File: src/sv/tslm_pkg.sv
`timescale 1ns / 1ps
// ----------------------------------------------------------------------------
// tslm_pkg
// Shared widths, types and saturation helper for the two-segment linear model.
// ----------------------------------------------------------------------------
package tslm_pkg;

    localparam int FRACTION_BITS_DEF = 16;
    localparam int DATA_W            = 32;
    localparam int AREA_W            = 47;
    localparam int OPER_W            = 34;
    localparam int PROD_W            = 2 * OPER_W;
    localparam int CFG_INDEX_W       = 2;
    localparam int OUT_TDATA_W       = 176;

    typedef logic signed [DATA_W-1:0] data_t;
    typedef logic signed [OPER_W-1:0] oper_t;
    typedef logic signed [PROD_W-1:0] prod_t;
    typedef logic        [AREA_W-1:0] area_t;

    localparam prod_t SAT_HI   = (prod_t'(1) <<< (DATA_W - 1)) - prod_t'(1);
    localparam prod_t SAT_LO   = -(prod_t'(1) <<< (DATA_W - 1));
    localparam prod_t AREA_MAX = (prod_t'(1) <<< AREA_W) - prod_t'(1);

    function automatic data_t sat32(input prod_t v);
        if (v > SAT_HI)
            return data_t'(SAT_HI[DATA_W-1:0]);
        else if (v < SAT_LO)
            return data_t'(SAT_LO[DATA_W-1:0]);
        else
            return data_t'(v[DATA_W-1:0]);
    endfunction

endpackage

File: src/sv/tslm_mul.sv
`timescale 1ns / 1ps
// ----------------------------------------------------------------------------
// tslm_mul
// Shared signed multiplier with a registered product and its two shifted views.
// ----------------------------------------------------------------------------
module tslm_mul #(
    parameter int FRACTION_BITS = tslm_pkg::FRACTION_BITS_DEF
) (
    input  logic            clk,
    input  tslm_pkg::oper_t a,
    input  tslm_pkg::oper_t b,
    output tslm_pkg::prod_t prod,
    output tslm_pkg::prod_t floor_q,
    output tslm_pkg::prod_t half_q
);
    import tslm_pkg::*;

    prod_t prod_reg;

    always_ff @(posedge clk)
    begin
        prod_reg <= prod_t'(a) * prod_t'(b);
    end

    assign prod    = prod_reg;
    assign floor_q = prod_reg >>> FRACTION_BITS;
    assign half_q  = prod_t'(prod_reg >> (FRACTION_BITS + 1));

endmodule

File: config.mk
export PLATFORM = sky130hd
export DESIGN_NAME = tslm_mul
export DESIGN_NICKNAME = d
export VERILOG_FILES = /design/src/sv/tslm_pkg.sv /design/src/sv/tslm_mul.sv
export SDC_FILE = /design/constraint.sdc
export NUM_CORES = 2
export LEC_CHECK = 0
export BUFFER_PORTS_ARGS = -buffer_cell sky130_fd_sc_hd__buf_2
export CAP_MARGIN = 20
export CORE_MARGIN = 1
export CORE_UTILIZATION = 50
export DETAILED_ROUTE_END_ITERATION = 7
export PLACE_DENSITY = 0.74
export SLEW_MARGIN = 20
export SYNTH_ARGS = -nofsm -noshare
export SYNTH_HDL_FRONTEND = slang
export SYNTH_SLANG_ARGS = --single-unit
File: constraint.sdc
create_clock -name clk -period 10.5 [get_ports clk]
set_clock_uncertainty 0.2 [all_clocks]
set_input_delay 1.05 -clock clk [delete_from_list [all_inputs] [get_ports clk]]
set_output_delay 1.05 -clock clk [all_outputs]
set_load 0.005 [all_outputs]
Word level (Yosys, flattened, before mapping)
Index checks and enable logic that the tools add are counted.
{"block": "op_classes", "mul": 1}
{"op": "$mul 34x34->68", "n": 1}
{"block": "totals", "reg_bits": 68, "input_bits": 69, "word_cells": 2}

Logic depth before layout (Yosys ltp)
{"block": "logic_depth", "depth_word": 1, "ltp_mapped": 31}

Least setup slack after synthesis
No wires, ideal clock.
{"block": "synth_path", "path_type": "input -> register", "startpoint": "in a[33]", "endpoint": "reg prod_reg[65], in the netlist prod[65]", "setup_ns": 0.072, "arrival_ns": 8.468, "t_required_ns": 10.228, "path_slack_ns": 1.760, "path_stages": 24, "path_cell_list": "clkbuf_1 -> nand2_1 -> inv_1 -> fa_1 -> fa_1 -> fa_1 -> fa_1 -> inv_1 -> fa_1 -> fa_1 -> fa_1 -> fa_1 -> inv_1 -> ha_1 -> clkdlybuf4s50_2 -> nand3_1 -> or2_2 -> nor2_1 -> a221oi_1 -> o21ai_0 -> a31oi_2 -> nor2_2 -> o41ai_2 -> xnor2_1"}
{"block": "synth_via", "elab_chain_cells": 1}
{"element": "from (decl)", "line_no": "tslm_mul.sv:10", "source": "input tslm_pkg::oper_t a,"}
{"element": "$mul 34x34->68", "line_no": "tslm_mul.sv:22", "source": "prod_reg <= prod_t'(a) * prod_t'(b);"}
{"element": "to (signal assigned)", "line_no": "tslm_mul.sv:22"}
{"element": "to (decl)", "line_no": "tslm_mul.sv:18", "source": "prod_t prod_reg;"}
Every way passes these cells.

Final worst setup path
{"block": "layout_path", "startpoint": "in b[10]", "endpoint": "reg prod_reg[65], in the netlist prod[65]"}
{"block": "layout_via", "elab_chain_cells": 1}
{"element": "from (decl)", "line_no": "tslm_mul.sv:11", "source": "input tslm_pkg::oper_t b,"}
{"element": "$mul 34x34->68", "line_no": "tslm_mul.sv:22"}
Every way passes these cells.

==> impl_metrics.ini <==
[cells_and_area]
largest_register_ff_count = 68
final_util = 0.5224
fillers = 7818
area_growth_pct = 3.204
nets = 6151
antenna_cells = 0
fin_cells = 5797
drive_above_1_share = 0.07109

[synthesis]
synth_edf_count = 0
ys_seq_elements = 68
postSynthCellCount = 4691
synth-main-ff-cell = dfxtp_1
synth_top_cell_by_area = fa_1
synth.avg_cell_area_um2 = 9.391
synth_area_um2 = 44050
yosysWarnings = 0
synth_most_common_cell = fa_1
synth_top_area_frac = 0.5640
ys_async_sr_fraction = 0
ys_seq_area_frac = 0.03090
synthTopCellsByArea = fa_1, inv_1, and2_1, ha_1, nand2_1
synthDistinctLibCells = 70
synth_commonest_cells = fa_1, inv_1, and2_1, nand2_1, clkbuf_1

[clocking]
cts_buffers = 9
cts_tree = done
cts_setup_buffers = 0
htree_num_levels = 3
path_clk_slew_ns = 0.09
cts-root-buf = clkbuf_16
clockBufferDepth = 2
hold_buffers = 0
cts.sink_count = 68
cts_resized = 0

[floorplan]
rows = 108
start_util = 0.5062
dieArea_um2 = 89300
die_h_um = 298.8
pin_count = 273
core_um2 = 87020
die_w_um = 298.8

[grt]
grt_pass1_vias = 34393
grt_overflow_total = 0
grt_max_degree = 35
track_usage = 0.2756
grt_first_pass_wirelength_um = 186900
antenna_found_initial = 2

[routing]
antenna_left = 0
firstDrtPassIters = 5
vias = 30726
postRouteWirelength_um = 115800
wl_per_cell_um = 19.98
drc = 0
drt-vias-per-instance = 5.300
drt_iter0_drc = 2152

[sta]
finalCriticalPeriod_ns = 9.223
setup_viol = 0
max_freq_mhz = 108.4
finalHoldViolCount = 0
worst_pin_slew_ns = 1.006
rsz0062_at_grt = false
slew_violations = 0
finalCritPeriodShare = 0.8783
tns_ns = 0
relSlewSlack = 0.3295

[worst_setup_path]
crit_required_ns = 10.66
crit_path_frequent_cell = fa_1
crit_type = in -> reg
path_cells = buf_2 -> nand2_1 -> fa_1 -> fa_1 -> inv_1 -> fa_1 -> inv_1 -> fa_1 -> fa_1 -> fa_1 -> fa_1 -> fa_1 -> inv_1 -> ha_1 -> nand3_1 -> or2_2 -> nor2_1 -> a221oi_1 -> o21ai_0 -> a31oi_2 -> nor2_2 -> o41ai_2 -> xnor2_1
cp-start-kind = input pin
worstSetupEndpointType = register
slowest_delay_ns = 0.94
cp_max_fo = 34
endpoint = prod[65]
crit_slowest_cell = fa_1
crit_start = b[10]
cp.arrival_ns = 9.38

[worst_hold_path]
min_from = b[0]
whs_path_depth = 2
min_path_type = in -> reg

[placement]
gp_congestion = 0.9281
place_hpwl_um = 93780
place_inst = 5781
portBuffers = 255

[job]
max-cap-violations = 0

[outcome]
status = finished, final reports clean
## worst min-delay path by stage
| stage | to | slack [ns] |
|---|---|---|
| floorplan | prod[0] | 0.98 |
| global placement | prod[6] | 1.23 |
| global route | prod[0] | 1.10 |
| detailed placement | prod[8] | 1.23 |
| CTS | prod[0] | 1.07 |
| finish | prod[0] | 1.09 |
## worst max-delay path, delay by kind of cell
family,cells,cell delay (ns)
compound gates,4,1.09
xor+xnor,1,0.16
fa+ha+maj,9,5.43
buf+inv,4,0.93
simple gates,5,0.69
## metal layers
layer	global-route usage	vias to the layer above	wire length [um]
li1	-	12927	-
met1	0.3261	16145	41420
met2	0.4876	1334	59500
met3	0.03679	318	7946
met4	0.1461	2	6932
met5	0	-	13
## final cells by class
class,instances,area (um^2),share of cell area
sequential,68,1361,0.02994
tap,1155,1445,0.03179
inverter,1232,4624,0.1017
timing repair buffer,283,1486,0.03269
clock inverter,6,112.6,0.002477
multi-input combinational,3043,36200,0.7963
clock buffer,10,229.0,0.005036
## cells by family after synthesis
kind of cell,share of synthesized area
buffers and inverters,0.1486
AND/OR/NAND/NOR,0.1501
adder cells (fa/ha/maj),0.6219
XOR/XNOR,0.01571
other,0.00008513
flip-flops,0.03090
AO/OA/AOI/OAI,0.03269
## placed cells by master, fill, tap and decap left out, types with 3 or more instances in the layout
cell type  synthesis  layout
nand3_1           11      11
a31oi_1            7       7
o21bai_1          12      12
o41ai_1            3       3
nand4_1           11      11
nor2b_1            9       9
nor2_1            54      54
o21ai_1            7       7
bufinv_16          0       3
a221oi_1           3       3
buf_4            140      28
a21oi_1           61      61
clkbuf_16          0       9
xnor2_1           56      56
nand2_1          542     542
ha_1             204     204
inv_1           1231    1231
o41ai_2            3       3
o211ai_1           3       3
o21a_1             4       4
and3_1             5       5
o21ai_0           31      31
buf_2              2     255
dfxtp_1           68      68
and2_1           621     621
fa_1            1241    1241
a211oi_1           6       6
conb_1             1      17
nor3_1             5       5
nand2b_1          20      20
or2_2              4       4
xor2_1            23      23
and3_2             3       3
a21o_1            37      37
## metrics by stage
| step | hold slack [ns] | instance area, um^2 | worst slack (ns) |
|---|---|---|---|
| 6_report | 1.086 | 45460 | 1.277 |
| 5_1_grt | 1.097 | 45460 | 0.9316 |
| 4_1_cts | 1.072 | 45460 | 1.376 |
| 3_5_place_dp | 1.226 | 45120 | 0.9877 |
| 3_3_place_gp | 1.226 | 45120 | 1.140 |
| 2_1_floorplan | 0.9773 | 44110 | 1.760 |
Power is not shown: default switching activity piles up to over one toggle a cycle in this logic, so the estimate is an artifact.
